===== config.mk =====
export PLATFORM = sky130hd
export DESIGN_NAME = line_follow_centroid_pid
export DESIGN_NICKNAME = d
export VERILOG_FILES = /design/src/rtl/lfc_pkg.sv /design/src/rtl/line_follow_centroid_pid.sv /design/src/rtl/lfc_regs.sv /design/src/rtl/lfc_ctrl.sv /design/src/rtl/lfc_dp.sv
export SDC_FILE = /design/constraint.sdc
export NUM_CORES = 2
export LEC_CHECK = 0
export BUFFER_PORTS_ARGS = -buffer_cell sky130_fd_sc_hd__buf_2
export CORE_UTILIZATION = 50
export DETAILED_ROUTE_END_ITERATION = 10
export PLACE_DENSITY = 0.71
export SLEW_MARGIN = 20
export SYNTH_ARGS = -nofsm -noshare
export SYNTH_HDL_FRONTEND = slang
export SYNTH_HIERARCHICAL = 1
export SYNTH_SLANG_ARGS = --single-unit

===== constraint.sdc =====
create_clock -name i_clk -period 8.8 [get_ports i_clk]
set_clock_uncertainty 0.15 [all_clocks]
set_input_delay 1.32 -clock i_clk [delete_from_list [all_inputs] [get_ports i_clk]]
set_output_delay 1.32 -clock i_clk [all_outputs]
set_load 0.02 [all_outputs]

===== src/rtl/lfc_pkg.sv =====
package lfc_pkg;

    // Number of robots that keep a control history.
    localparam int ROBOTS     = 8;
    localparam int IDX_W      = 3;

    // Datapath widths.
    localparam int LEVEL_W    = 8;
    localparam int SUM_W      = 10;
    localparam int NUM_W      = 24;
    localparam int QUOT_W     = 16;
    localparam int ERR_W      = 17;
    localparam int INTEG_W    = 20;
    localparam int DIFF_W     = 18;
    localparam int GAIN_W     = 16;
    localparam int OPND_W     = 21;
    localparam int PROD_W     = GAIN_W + 1 + OPND_W;
    localparam int ACC_W      = 40;
    localparam int FRAC_W     = 20;
    localparam int CMAG_W     = ACC_W - FRAC_W;

    // One quotient bit is formed per divider step.
    localparam int DIV_STEPS  = NUM_W;
    localparam int CNT_W      = $clog2(DIV_STEPS);
    localparam int MUL_TERMS  = 3;

    // Register file.
    localparam int PADDR_W    = 5;
    localparam int PDATA_W    = 32;
    localparam logic [2:0] REG_ERROR_SCALE = 3'd0;
    localparam logic [2:0] REG_BASE_SPEED  = 3'd1;
    localparam logic [2:0] REG_GAIN_PROP   = 3'd2;
    localparam logic [2:0] REG_GAIN_INTEG  = 3'd3;
    localparam logic [2:0] REG_GAIN_DERIV  = 3'd4;

    // Operand select codes of the shared multiplier.
    localparam logic [1:0] MUL_PROP  = 2'd0;
    localparam logic [1:0] MUL_INTEG = 2'd1;
    localparam logic [1:0] MUL_DERIV = 2'd2;

    typedef struct packed {
        logic [IDX_W-1:0]   robot_index;
        logic [LEVEL_W-1:0] left_level;
        logic [LEVEL_W-1:0] center_level;
        logic [LEVEL_W-1:0] right_level;
        logic               clear_history;
    } t_in_item;

    typedef struct packed {
        logic [IDX_W-1:0]   robot_for;
        logic [LEVEL_W-1:0] left_speed;
        logic [LEVEL_W-1:0] right_speed;
        logic               speed_saturated;
    } t_out_item;

    typedef struct packed {
        logic [7:0]        error_scale;
        logic [7:0]        base_speed;
        logic [GAIN_W-1:0] gain_prop;
        logic [GAIN_W-1:0] gain_integ;
        logic [GAIN_W-1:0] gain_deriv;
    } t_cfg;

    // Commands from the sequencer to the datapath.
    typedef struct packed {
        logic       load;
        logic       div_step;
        logic       err_en;
        logic       mul_en;
        logic [1:0] mul_sel;
        logic       acc_clr;
        logic       acc_add;
        logic       out_load;
    } t_dp_cmd;

endpackage


===== src/rtl/line_follow_centroid_pid.sv =====
// Channel    Direction  Handshake                  Payload
// request    in         i_in_valid / o_in_ready    i_in_data  (t_in_item)
// result     out        o_out_valid / i_out_ready  o_out_data (t_out_item)
// config     in         psel, penable, pwrite      paddr, pwdata, prdata
//
// Each request passes in order through the restoring divider (one quotient bit a
// cycle), the error and history step, the shared multiplier and accumulator, and
// the load of the result register. A request is taken only in the idle state, so a
// new one is not accepted before the result of the last has been loaded.
// Reset is synchronous, active low; it resets sequencer, config and all robot history.
// A new request is accepted while an earlier result still waits in the output
// register; a stalled result only holds the sequencer at the final load.
module line_follow_centroid_pid
    import lfc_pkg::*;
(
    input  logic               i_clk,
    input  logic               i_rst_n,
    input  logic               i_in_valid,
    output logic               o_in_ready,
    input  t_in_item           i_in_data,
    output logic               o_out_valid,
    input  logic               i_out_ready,
    output t_out_item          o_out_data,
    input  logic               psel,
    input  logic               penable,
    input  logic               pwrite,
    input  logic [PADDR_W-1:0] paddr,
    input  logic [PDATA_W-1:0] pwdata,
    output logic [PDATA_W-1:0] prdata,
    output logic               pready
);

    t_cfg    cfg;
    t_dp_cmd cmd;

    // Configuration registers.
    lfc_regs u_regs (
        .i_clk   (i_clk),
        .i_rst_n (i_rst_n),
        .psel    (psel),
        .penable (penable),
        .pwrite  (pwrite),
        .paddr   (paddr),
        .pwdata  (pwdata),
        .prdata  (prdata),
        .pready  (pready),
        .o_cfg   (cfg)
    );

    // Sequencer.
    lfc_ctrl u_ctrl (
        .i_clk       (i_clk),
        .i_rst_n     (i_rst_n),
        .i_in_valid  (i_in_valid),
        .o_in_ready  (o_in_ready),
        .o_out_valid (o_out_valid),
        .i_out_ready (i_out_ready),
        .o_cmd       (cmd)
    );

    // Divider, multiplier, history and result register.
    lfc_dp u_dp (
        .i_clk      (i_clk),
        .i_rst_n    (i_rst_n),
        .i_cmd      (cmd),
        .i_cfg      (cfg),
        .i_in_data  (i_in_data),
        .o_out_data (o_out_data)
    );

endmodule


===== src/rtl/lfc_regs.sv =====
module lfc_regs
    import lfc_pkg::*;
(
    input  logic               i_clk,
    input  logic               i_rst_n,
    input  logic               psel,
    input  logic               penable,
    input  logic               pwrite,
    input  logic [PADDR_W-1:0] paddr,
    input  logic [PDATA_W-1:0] pwdata,
    output logic [PDATA_W-1:0] prdata,
    output logic               pready,
    output t_cfg               o_cfg
);

    t_cfg       r_cfg;
    logic       wr_en;
    logic [2:0] reg_idx;

    assign pready  = 1'b1;
    assign wr_en   = psel & penable & pwrite;
    assign reg_idx = paddr[4:2];

    // Register writes; unknown indexes are ignored.
    always_ff @(posedge i_clk) begin
        if (!i_rst_n) begin
            r_cfg.error_scale <= 8'd100;
            r_cfg.base_speed  <= 8'd200;
            r_cfg.gain_prop   <= 16'd4096;
            r_cfg.gain_integ  <= 16'd328;
            r_cfg.gain_deriv  <= 16'd41;
        end else if (wr_en) begin
            case (reg_idx)
                REG_ERROR_SCALE: r_cfg.error_scale <= pwdata[7:0];
                REG_BASE_SPEED:  r_cfg.base_speed  <= pwdata[7:0];
                REG_GAIN_PROP:   r_cfg.gain_prop   <= pwdata[GAIN_W-1:0];
                REG_GAIN_INTEG:  r_cfg.gain_integ  <= pwdata[GAIN_W-1:0];
                REG_GAIN_DERIV:  r_cfg.gain_deriv  <= pwdata[GAIN_W-1:0];
                default: ;
            endcase
        end
    end

    // Read-back multiplexer.
    always_comb begin
        case (reg_idx)
            REG_ERROR_SCALE: prdata = {24'd0, r_cfg.error_scale};
            REG_BASE_SPEED:  prdata = {24'd0, r_cfg.base_speed};
            REG_GAIN_PROP:   prdata = {16'd0, r_cfg.gain_prop};
            REG_GAIN_INTEG:  prdata = {16'd0, r_cfg.gain_integ};
            REG_GAIN_DERIV:  prdata = {16'd0, r_cfg.gain_deriv};
            default:         prdata = '0;
        endcase
    end

    assign o_cfg = r_cfg;

endmodule


===== src/rtl/lfc_ctrl.sv =====
module lfc_ctrl
    import lfc_pkg::*;
(
    input  logic    i_clk,
    input  logic    i_rst_n,
    input  logic    i_in_valid,
    output logic    o_in_ready,
    output logic    o_out_valid,
    input  logic    i_out_ready,
    output t_dp_cmd o_cmd
);

    localparam logic [2:0] S_IDLE = 3'd0;
    localparam logic [2:0] S_DIV  = 3'd1;
    localparam logic [2:0] S_ERR  = 3'd2;
    localparam logic [2:0] S_MUL  = 3'd3;
    localparam logic [2:0] S_SUM  = 3'd4;
    localparam logic [2:0] S_DONE = 3'd5;

    localparam logic [CNT_W-1:0] DIV_LAST = CNT_W'(DIV_STEPS - 1);
    localparam logic [CNT_W-1:0] MUL_LAST = CNT_W'(MUL_TERMS - 1);

    logic [2:0]       r_state, n_state;
    logic [CNT_W-1:0] r_cnt, n_cnt;
    logic             r_out_valid, n_out_valid;
    logic             slot_free;

    // The result register can take a new result when empty or being drained.
    assign slot_free = !r_out_valid || i_out_ready;

    always_comb begin
        n_state     = r_state;
        n_cnt       = r_cnt;
        n_out_valid = r_out_valid;
        o_cmd       = '0;
        o_in_ready  = 1'b0;

        if (r_out_valid && i_out_ready) begin
            n_out_valid = 1'b0;
        end

        case (r_state)
            S_IDLE: begin
                o_in_ready = 1'b1;
                if (i_in_valid) begin
                    o_cmd.load = 1'b1;
                    n_cnt      = '0;
                    n_state    = S_DIV;
                end
            end
            S_DIV: begin
                o_cmd.div_step = 1'b1;
                n_cnt          = r_cnt + 1'b1;
                if (r_cnt == DIV_LAST) begin
                    n_state = S_ERR;
                end
            end
            S_ERR: begin
                o_cmd.err_en = 1'b1;
                n_cnt        = '0;
                n_state      = S_MUL;
            end
            S_MUL: begin
                o_cmd.mul_en  = 1'b1;
                o_cmd.mul_sel = r_cnt[1:0];
                o_cmd.acc_clr = (r_cnt == '0);
                o_cmd.acc_add = (r_cnt != '0);
                n_cnt         = r_cnt + 1'b1;
                if (r_cnt == MUL_LAST) begin
                    n_state = S_SUM;
                end
            end
            S_SUM: begin
                o_cmd.acc_add = 1'b1;
                n_state       = S_DONE;
            end
            S_DONE: begin
                if (slot_free) begin
                    o_cmd.out_load = 1'b1;
                    n_out_valid    = 1'b1;
                    n_state        = S_IDLE;
                end
            end
            default: begin
                n_state = S_IDLE;
            end
        endcase
    end

    always_ff @(posedge i_clk) begin
        if (!i_rst_n) begin
            r_state     <= S_IDLE;
            r_cnt       <= '0;
            r_out_valid <= 1'b0;
        end else begin
            r_state     <= n_state;
            r_cnt       <= n_cnt;
            r_out_valid <= n_out_valid;
        end
    end

    assign o_out_valid = r_out_valid;

endmodule


===== src/rtl/lfc_dp.sv =====
module lfc_dp
    import lfc_pkg::*;
(
    input  logic      i_clk,
    input  logic      i_rst_n,
    input  t_dp_cmd   i_cmd,
    input  t_cfg      i_cfg,
    input  t_in_item  i_in_data,
    output t_out_item o_out_data
);

    // Per-robot history.
    logic signed [INTEG_W-1:0] r_hist_integ [ROBOTS];
    logic signed [ERR_W-1:0]   r_hist_err   [ROBOTS];

    // Working registers of the current request.
    logic [IDX_W-1:0]          r_idx;
    logic                      r_idx_ok;
    logic                      r_neg;
    logic                      r_sum_zero;
    logic [SUM_W-1:0]          r_sum;
    logic [NUM_W-1:0]          r_q;
    logic [SUM_W-1:0]          r_rem;
    logic signed [INTEG_W-1:0] r_s_old;
    logic signed [ERR_W-1:0]   r_e_old;
    logic signed [ERR_W-1:0]   r_err;
    logic signed [INTEG_W-1:0] r_integ;
    logic signed [DIFF_W-1:0]  r_diff;
    logic signed [PROD_W-1:0]  r_prod;
    logic signed [ACC_W-1:0]   r_acc;
    t_out_item                 r_out;

    logic                      in_idx_ok;
    logic [SUM_W-1:0]          in_sum;
    logic                      in_neg;
    logic [LEVEL_W-1:0]        in_mag;
    logic [2*LEVEL_W-1:0]      in_scaled;

    logic [SUM_W:0]            trial;
    logic                      trial_ge;
    logic [SUM_W:0]            trial_sub;

    logic signed [ERR_W-1:0]   e_mag;
    logic signed [ERR_W-1:0]   e_val;
    logic signed [INTEG_W-1:0] s_val;
    logic signed [DIFF_W-1:0]  d_val;

    logic signed [OPND_W-1:0]  mul_opnd;
    logic [GAIN_W-1:0]         mul_gain;
    logic signed [GAIN_W:0]    mul_gain_s;

    logic                      c_neg;
    logic [ACC_W-1:0]          a_mag;
    logic [CMAG_W-1:0]         c_mag;
    logic [CMAG_W-1:0]         spd;
    logic                      sat;
    logic [LEVEL_W-1:0]        clip;

    // Input decode: centroid numerator and sensor sum.
    assign in_idx_ok = ({1'b0, i_in_data.robot_index} < (IDX_W + 1)'(ROBOTS));
    assign in_sum    = SUM_W'(i_in_data.left_level) + SUM_W'(i_in_data.center_level)
                     + SUM_W'(i_in_data.right_level);
    assign in_neg    = i_in_data.right_level < i_in_data.left_level;
    assign in_mag    = in_neg ? (i_in_data.left_level - i_in_data.right_level)
                              : (i_in_data.right_level - i_in_data.left_level);
    assign in_scaled = i_cfg.error_scale * in_mag;

    // Restoring divider step: one quotient bit per cycle.
    assign trial     = {r_rem, r_q[NUM_W-1]};
    assign trial_ge  = trial >= {1'b0, r_sum};
    assign trial_sub = trial - {1'b0, r_sum};

    // Signed error, leaky integral and error difference.
    assign e_mag = $signed({1'b0, r_q[QUOT_W-1:0]});
    assign e_val = r_sum_zero ? '0 : (r_neg ? -e_mag : e_mag);
    assign s_val = (r_s_old >>> 1)
                 + $signed({{(INTEG_W-ERR_W){e_val[ERR_W-1]}}, e_val});
    assign d_val = {e_val[ERR_W-1], e_val} - {r_e_old[ERR_W-1], r_e_old};

    // Shared multiplier operand selection.
    always_comb begin
        case (i_cmd.mul_sel)
            MUL_PROP: begin
                mul_opnd = {{(OPND_W-ERR_W){r_err[ERR_W-1]}}, r_err};
                mul_gain = i_cfg.gain_prop;
            end
            MUL_INTEG: begin
                mul_opnd = {{(OPND_W-INTEG_W){r_integ[INTEG_W-1]}}, r_integ};
                mul_gain = i_cfg.gain_integ;
            end
            MUL_DERIV: begin
                mul_opnd = {{(OPND_W-DIFF_W){r_diff[DIFF_W-1]}}, r_diff};
                mul_gain = i_cfg.gain_deriv;
            end
            default: begin
                mul_opnd = '0;
                mul_gain = '0;
            end
        endcase
    end
    assign mul_gain_s = $signed({1'b0, mul_gain});

    // Actuation magnitude and wheel speed clipping.
    assign c_neg = r_acc[ACC_W-1];
    assign a_mag = c_neg ? (-r_acc) : r_acc;
    assign c_mag = a_mag[ACC_W-1:FRAC_W];
    assign spd   = CMAG_W'(i_cfg.base_speed) + c_mag;
    assign sat   = |spd[CMAG_W-1:LEVEL_W];
    assign clip  = sat ? {LEVEL_W{1'b1}} : spd[LEVEL_W-1:0];

    // Per-robot history, cleared at reset.
    always_ff @(posedge i_clk) begin
        if (!i_rst_n) begin
            for (int k = 0; k < ROBOTS; k++) begin
                r_hist_integ[k] <= '0;
                r_hist_err[k]   <= '0;
            end
        end else if (i_cmd.err_en && r_idx_ok) begin
            r_hist_integ[r_idx] <= s_val;
            r_hist_err[r_idx]   <= e_val;
        end
    end

    // Working registers.
    always_ff @(posedge i_clk) begin
        if (i_cmd.load) begin
            r_idx      <= i_in_data.robot_index;
            r_idx_ok   <= in_idx_ok;
            r_neg      <= in_neg;
            r_sum      <= in_sum;
            r_sum_zero <= (in_sum == '0);
            r_q        <= {in_scaled, 8'd0};
            r_rem      <= '0;
            if (in_idx_ok && !i_in_data.clear_history) begin
                r_s_old <= r_hist_integ[i_in_data.robot_index];
                r_e_old <= r_hist_err[i_in_data.robot_index];
            end else begin
                r_s_old <= '0;
                r_e_old <= '0;
            end
        end else if (i_cmd.div_step) begin
            r_rem <= trial_ge ? trial_sub[SUM_W-1:0] : trial[SUM_W-1:0];
            r_q   <= {r_q[NUM_W-2:0], trial_ge};
        end

        if (i_cmd.err_en) begin
            r_err   <= e_val;
            r_integ <= s_val;
            r_diff  <= d_val;
        end

        if (i_cmd.mul_en) begin
            r_prod <= mul_gain_s * mul_opnd;
        end

        if (i_cmd.acc_clr) begin
            r_acc <= '0;
        end else if (i_cmd.acc_add) begin
            r_acc <= r_acc + {{(ACC_W-PROD_W){r_prod[PROD_W-1]}}, r_prod};
        end

        if (i_cmd.out_load) begin
            r_out.robot_for       <= r_idx;
            r_out.left_speed      <= c_neg ? clip : i_cfg.base_speed;
            r_out.right_speed     <= c_neg ? i_cfg.base_speed : clip;
            r_out.speed_saturated <= sat;
        end
    end

    assign o_out_data = r_out;

endmodule


# Yosys cells after proc, flatten, opt, wreduce, memory -nomap -nowiden
# Memory sizes are Yosys's and may differ from the RTL's. A register that Yosys moved wholly into a read port is not among the register bits.
# Cells that the tools add are included.
# W data, S select, Z words.
[classes] n_addsub=12 multipliers=2 order_cmp=2 n_eq_ne=17 mux=42 bitwise_logic=2 reduce_logical=22
[op_table] operator="$pmux W16 S5" count=1
[op_table] operator="$pmux W21 S3" count=1
[op_table] operator="$mux W17" count=3
[op_table] operator="$mux W24" count=2
[op_table] operator="$pmux W16 S3" count=1
[op_table] operator="$add A40 B40 Y40" count=1
[op_table] operator="$mux W40" count=1
[op_table] operator="$neg A40 Y40" count=1
[op_table] operator="$mul A17 B21 Y38" count=1
[op_table] operator="$mux W8" count=4
[op_table] operator="$add A19 B17 Y20" count=1
[op_table] operator="$add A8 B20 Y20" count=1
[op_table] operator="$mux W20" count=1
[op_table] operator="$reduce_or A20 Y1" count=1
[op_table] operator="$mux W3" count=6
[op_table] operator="$pmux W3 S6" count=1
[op_table] operator="$sub A17 B17 Y18" count=1
[op_table] operator="$neg A16 Y17" count=1
[op_table] operator="$reduce_or A17 Y1" count=1
[op_table] operator="$mul A8 B8 Y16" count=1
[op_table] operator="$mux W1" count=16
[op_table] operator="$sub A8 B8 Y8" count=2
[op_table] operator="$pmux W5 S3" count=1
[op_table] operator="$eq A3 B2 Y1 const B" count=4
[op_table] operator="other kinds (33)" count=45
[totals] register_bits=275 ramBits=296 in_bits=72 elab_cells=125 n_memories=2
[mem_list] memory="u_dp.r_hist_integ" depth=8 word_bits=20 rd=1 rd_ports_with_merged_regs=1 wr=8 line="lfc_dp.sv:13" source="logic signed [INTEG_W-1:0] r_hist_integ [ROBOTS];"
[mem_list] memory="u_dp.r_hist_err" depth=8 word_bits=17 rd=1 rd_ports_with_merged_regs=1 wr=8 line="lfc_dp.sv:14" source="logic signed [ERR_W-1:0] r_hist_err [ROBOTS];"

# Depth between registers and ports, before layout
[logic_depth] depth_word=7 ltp_mapped=33 mapped_depth_nobuf=32

# Cells and area by module
# Netlist, hierarchy kept.
[by_module_without_submodules] mod="lfc_dp" instances=1 cells_per_inst=4029 area_per_inst_um2=41649.9
[by_module_without_submodules] mod="lfc_regs" instances=1 cells_per_inst=334 area_per_inst_um2=3101.7
[by_module_without_submodules] mod="lfc_ctrl" instances=1 cells_per_inst=73 area_per_inst_um2=595.6

# Worst setup path after synthesis
# Ideal clock, no wire load.
[synth_path] kind="register to register" from="register u_ctrl.r_state[0]" to="register u_dp.r_prod[37] (data pin)" setup_time_ns=0.260 arrival_ns=8.240 required_time_ns=8.390 path_slack_ns=0.151 path_stages_with_launch=31 path_buffers=4 synth_period_minus_slack_ns=8.649 cell_sequence="dfxtp_1 -> and3b_1 -> buf_2 -> and2_1 -> clkbuf_1 -> clkbuf_1 -> mux2i_1 -> nor2_1 -> a21oi_1 -> clkbuf_1 -> nor2_1 -> fa_1 -> inv_1 -> fa_1 -> fa_1 -> inv_1 -> fa_1 -> fa_1 -> inv_1 -> fa_1 -> inv_1 -> ha_1 -> a21oi_1 -> o21ai_0 -> a21o_1 -> a21o_1 -> a2111oi_0 -> o31a_1 -> o311ai_0 -> a21oi_1 -> xnor2_1"
[synth_rtl] item="start, declared" line="lfc_ctrl.sv:23" source="logic [2:0] r_state, n_state;"
[synth_rtl] item="start signal, assigned" line="lfc_ctrl.sv:96" source="r_state <= n_state;"
[synth_rtl] item="end signal, assigned" line="lfc_dp.sv:153" source="r_prod <= mul_gain_s * mul_opnd;"
[synth_rtl] item="end, declared" line="lfc_dp.sv:29" source="logic signed [PROD_W-1:0] r_prod;"

==> key figures <==
Clock network
  – Root Driver: clkbuf_16
  – CTS HTree Levels: 2
  – Post-CTS Setup Bufs: 0
  – Max Buffers Root-to-Sink: 3
  – Worst-path clk slew: 0.07 ns
  – Num Clock Sinks: 599
  – Resized Gates After CTS: 0
  – Skew-Pair Late Insertion Delay: 0.68 ns
  – CTS hold repair buffers: 0
  – TritonCTS Buffers: 60
  – CTS tree: yes

Yosys
  – Avg Cell Area, Syn: 10.2 sq um
  – #FFs+latches synth: 599
  – Yosys warns: 6
  – Asr flop ratio synth: 0%
  – Area of the mapped netlist: 0.0453 sq mm
  – Post-synth top flop: edfxtp_1
  – Synth Instances: 4436
  – Library cells used by synthesis: 95
  – Post-synth EDFFs: 468
  – Sequential cell area fraction in the yosys report: 36.8%

Global route
  – Vias in the first global route: 32.5k
  – Initial antenna violation count: 2
  – Overflow after GRT: 0
  – Tot GR Track Use: 24.4%
  – Largest net degree at the start of global routing: 87
  – First-pass GRT wire length: 176000 um

Timing
  – Max-slew violations: 0
  – Fin. Hold Viols: 0
  – Fin crit period: 8.34 ns
  – Slew @ Worst Pin: 1.18 ns
  – Peak Freq: 0.120 GHz
  – Unrepaired setup endpoints after global routing: false
  – Setup TNS: 0 ns
  – Slew headroom: 20.8%
  – Final setup vio count: 0
  – Period utilization: 94.8%

Route
  – Via Count: 32.2k
  – Via density per instance: 5.61
  – # DRC: 0
  – Initial drt markers: 2679
  – Antenna Nets Post-Route: 0
  – Drt pass-1 iters: 7
  – DR WL/cell: 19.3 um
  – Wirelength, routed: 111000 um

Final layout
  – Seq. cell area: 0.0167 sq mm
  – Area grow syn2layout: 8.67%
  – Cell area after layout: 0.0493 sq mm
  – Area occupied by multi-input gates: 0.0257 sq mm
  – Final nets: 5213
  – Filler Cells Inserted: 7827
  – Layout cells sized above 1: 8.96%

Critical path
  – Req. time, crit path: 9.04 ns
  – Worst path arrival time: 8.59 ns
  – CP Class: flop to flop
  – Crit. End Element: flop
  – Worst setup SP type: flop
  – CP Max Fanout: 20

Power and ir drop
  – Tot Pwr: 7760 uW
  – Worst vdd ir: 0.179 mV
  – Cell area power density: 158 mW/mm^2
  – Leak: 0.0215 uW

Floorplanning
  – Row count: 110
  – Die X: 303 um
  – Num ports: 127
  – Starting Density: 50.5%
  – Core ar.: 0.0899 sq mm
  – Die ar.: 0.0919 sq mm
  – DIE HEIGHT: 303 um

Place
  – RePlAce Congestion: 0.955
  – DP HPWL: 79700 um
  – Placed cell area: 0.0473 sq mm
  – # port buffers: 91

Hold path
  – Hold Path Class: flop to flop

Outcome
  – Status: completed

Job
  – Max Cap Viol: 0
[critical path, cell delays in order, from the launching register on]
cell and delay (ns):
dfxtp_1 0.31, and3b_2 0.24, and2_2 0.47, mux2i_1 0.17, o21ai_0 0.89, nand2_1 0.19
fa_1 0.57, fa_1 0.47, fa_1 0.54, inv_1 0.05, fa_1 0.55, fa_1 0.53
inv_1 0.06, fa_1 0.48, inv_1 0.04, ha_1 0.32, inv_1 0.07, nor3_1 0.29
and2_1 0.19, and3_1 0.17, a2111oi_0 0.10, buf_4 0.19, o31a_1 0.32, o311ai_0 0.40
a21oi_1 0.15, xnor2_1 0.13
[worst paths after layout]
path | from | endpoint | slack (ns) | cells past startpoint
worst min register to register | u_regs/o_cfg[13] | u_regs/o_cfg[13] | 0.32 | 2
worst max register to register | u_ctrl/r_state[2] | u_dp/r_prod[37] | 0.46 | 25
worst max-delay path | u_ctrl/r_state[2] | u_dp/r_prod[37] | 0.46 | 25
worst min-delay path | u_regs/o_cfg[13] | u_regs/o_cfg[13] | 0.32 | 2
[where the power goes]
| group | switching (uW) | internal [uW] | leakage (uW) |
|---|---|---|---|
| sequential | 83.9 | 3210 | 0.00573 |
| combinational | 1170 | 773 | 0.0148 |
| clock | 1130 | 1400 | 0.000924 |
| total | 2380 | 5380 | 0.0215 |
[cells by family after synthesis]
logic type | synth area share [%]
and+or+nand+nor | 13.9
buffers and inverters | 6.80
DFF | 36.8
muxes | 7.74
other | 0.0166
adders and majority gates | 23.5
AOI/OAI and AO/OA | 8.44
xor gates and xnor gates | 2.84
[state kept, by name, summed over array words and instances, names as in the netlist, 3 cells and up]
name,cells
u_dp/r_hist_integ,152
u_ctrl/r_state,3
u_dp/r_idx,3
u_regs/o_cfg,64
u_dp/r_q,24
u_dp/r_prod,38
u_dp/o_out_data,20
u_dp/r_hist_err,136
u_dp/r_sum,10
u_dp/r_diff,18
u_dp/r_s_old,19
u_dp/r_e_old,17
u_ctrl/r_cnt,5
u_dp/r_rem,10
u_dp/r_acc,40
u_dp/r_err,17
u_dp/r_integ,20
[metrics by stage]
| step | hold WS [ns] | setup slack (ns) | std cells | utilization (%) |
|---|---|---|---|---|
| after global routing | 0.344 | 0.0729 | 5739 | 54.8 |
| final | 0.325 | 0.455 | 5740 | 54.8 |
| after global placement | 0.303 | 0.153 | 5628 | 52.7 |
| after floorplan | 0.292 | 0.151 | 4451 | - |
| after detailed placement | 0.311 | 0.212 | 5628 | 52.7 |
| after CTS | 0.323 | 0.448 | 5738 | 54.8 |
[cell usage in the layout (no fill, tap or decap), types with 60 or more instances in the layout]
cell	n
dfxtp_1	131
nand2_1	454
mux4_2	72
buf_2	89
ha_1	249
xnor2_1	100
nor2_1	583
buf_4	103
mux2i_1	175
clkbuf_16	60
nor2b_1	77
a21oi_1	132
fa_1	377
edfxtp_1	468
o21ai_0	133
inv_1	594
[cells in the mapped netlist (16+ instances only)]
| cell type | n | share of area (%) |
|---|---|---|
| and2_1 | 43 | 0.59 |
| a21boi_0 | 19 | 0.31 |
| a21oi_1 | 132 | 1.5 |
| o21a_1 | 40 | 0.66 |
| and3_1 | 18 | 0.25 |
| dfxtp_1 | 131 | 5.8 |
| o31ai_1 | 17 | 0.28 |
| mux4_2 | 72 | 3.6 |
| edfxtp_1 | 468 | 31 |
| o21ai_1 | 26 | 0.29 |
| nand3_1 | 30 | 0.33 |
| xnor2_1 | 100 | 1.9 |
| nor2b_1 | 78 | 1.1 |
| clkbuf_1 | 133 | 1.1 |
| nor2_1 | 584 | 4.8 |
| o21ai_0 | 136 | 1.5 |
| ha_1 | 249 | 6.9 |
| buf_1 | 25 | 0.21 |
| a21o_1 | 47 | 0.78 |
| a31oi_1 | 18 | 0.25 |
| nor3_1 | 54 | 0.60 |
| mux2i_1 | 175 | 3.9 |
| xor2_1 | 47 | 0.91 |
| a211oi_1 | 21 | 0.35 |
| nand2_1 | 462 | 3.8 |
| o21bai_1 | 16 | 0.26 |
| or3_1 | 25 | 0.34 |
| a32oi_1 | 16 | 0.31 |
| nand2b_1 | 49 | 0.68 |
| fa_1 | 377 | 17 |
| buf_4 | 21 | 0.35 |
| inv_1 | 594 | 4.9 |
[final cells by class]
class	instances	area share (%)
diodes	1	0.00508
clock buffers	77	3.22
clock inverters	33	0.701
inverters	597	4.55
multi-input cells	3063	52.2
flip-flops and latches	599	33.8
well taps	1176	2.99
repair buffers	194	2.54
[metal layers]
| metal | global-route usage (%) | wire length [um] | vias to the layer above | share of wire [%] |
|---|---|---|---|---|
| met3 | 3.78 | 8530 | 214 | 7.7 |
| met2 | 39.6 | 51000 | 1163 | 46 |
| met1 | 33.3 | 47100 | 15800 | 43 |
| met5 | 0 | 0 | - | 0 |
| li1 | - | - | 15000 | - |
| met4 | 8.85 | 4010 | 0 | 3.6 |
Note: power is estimated with default switching activity, not from simulation.
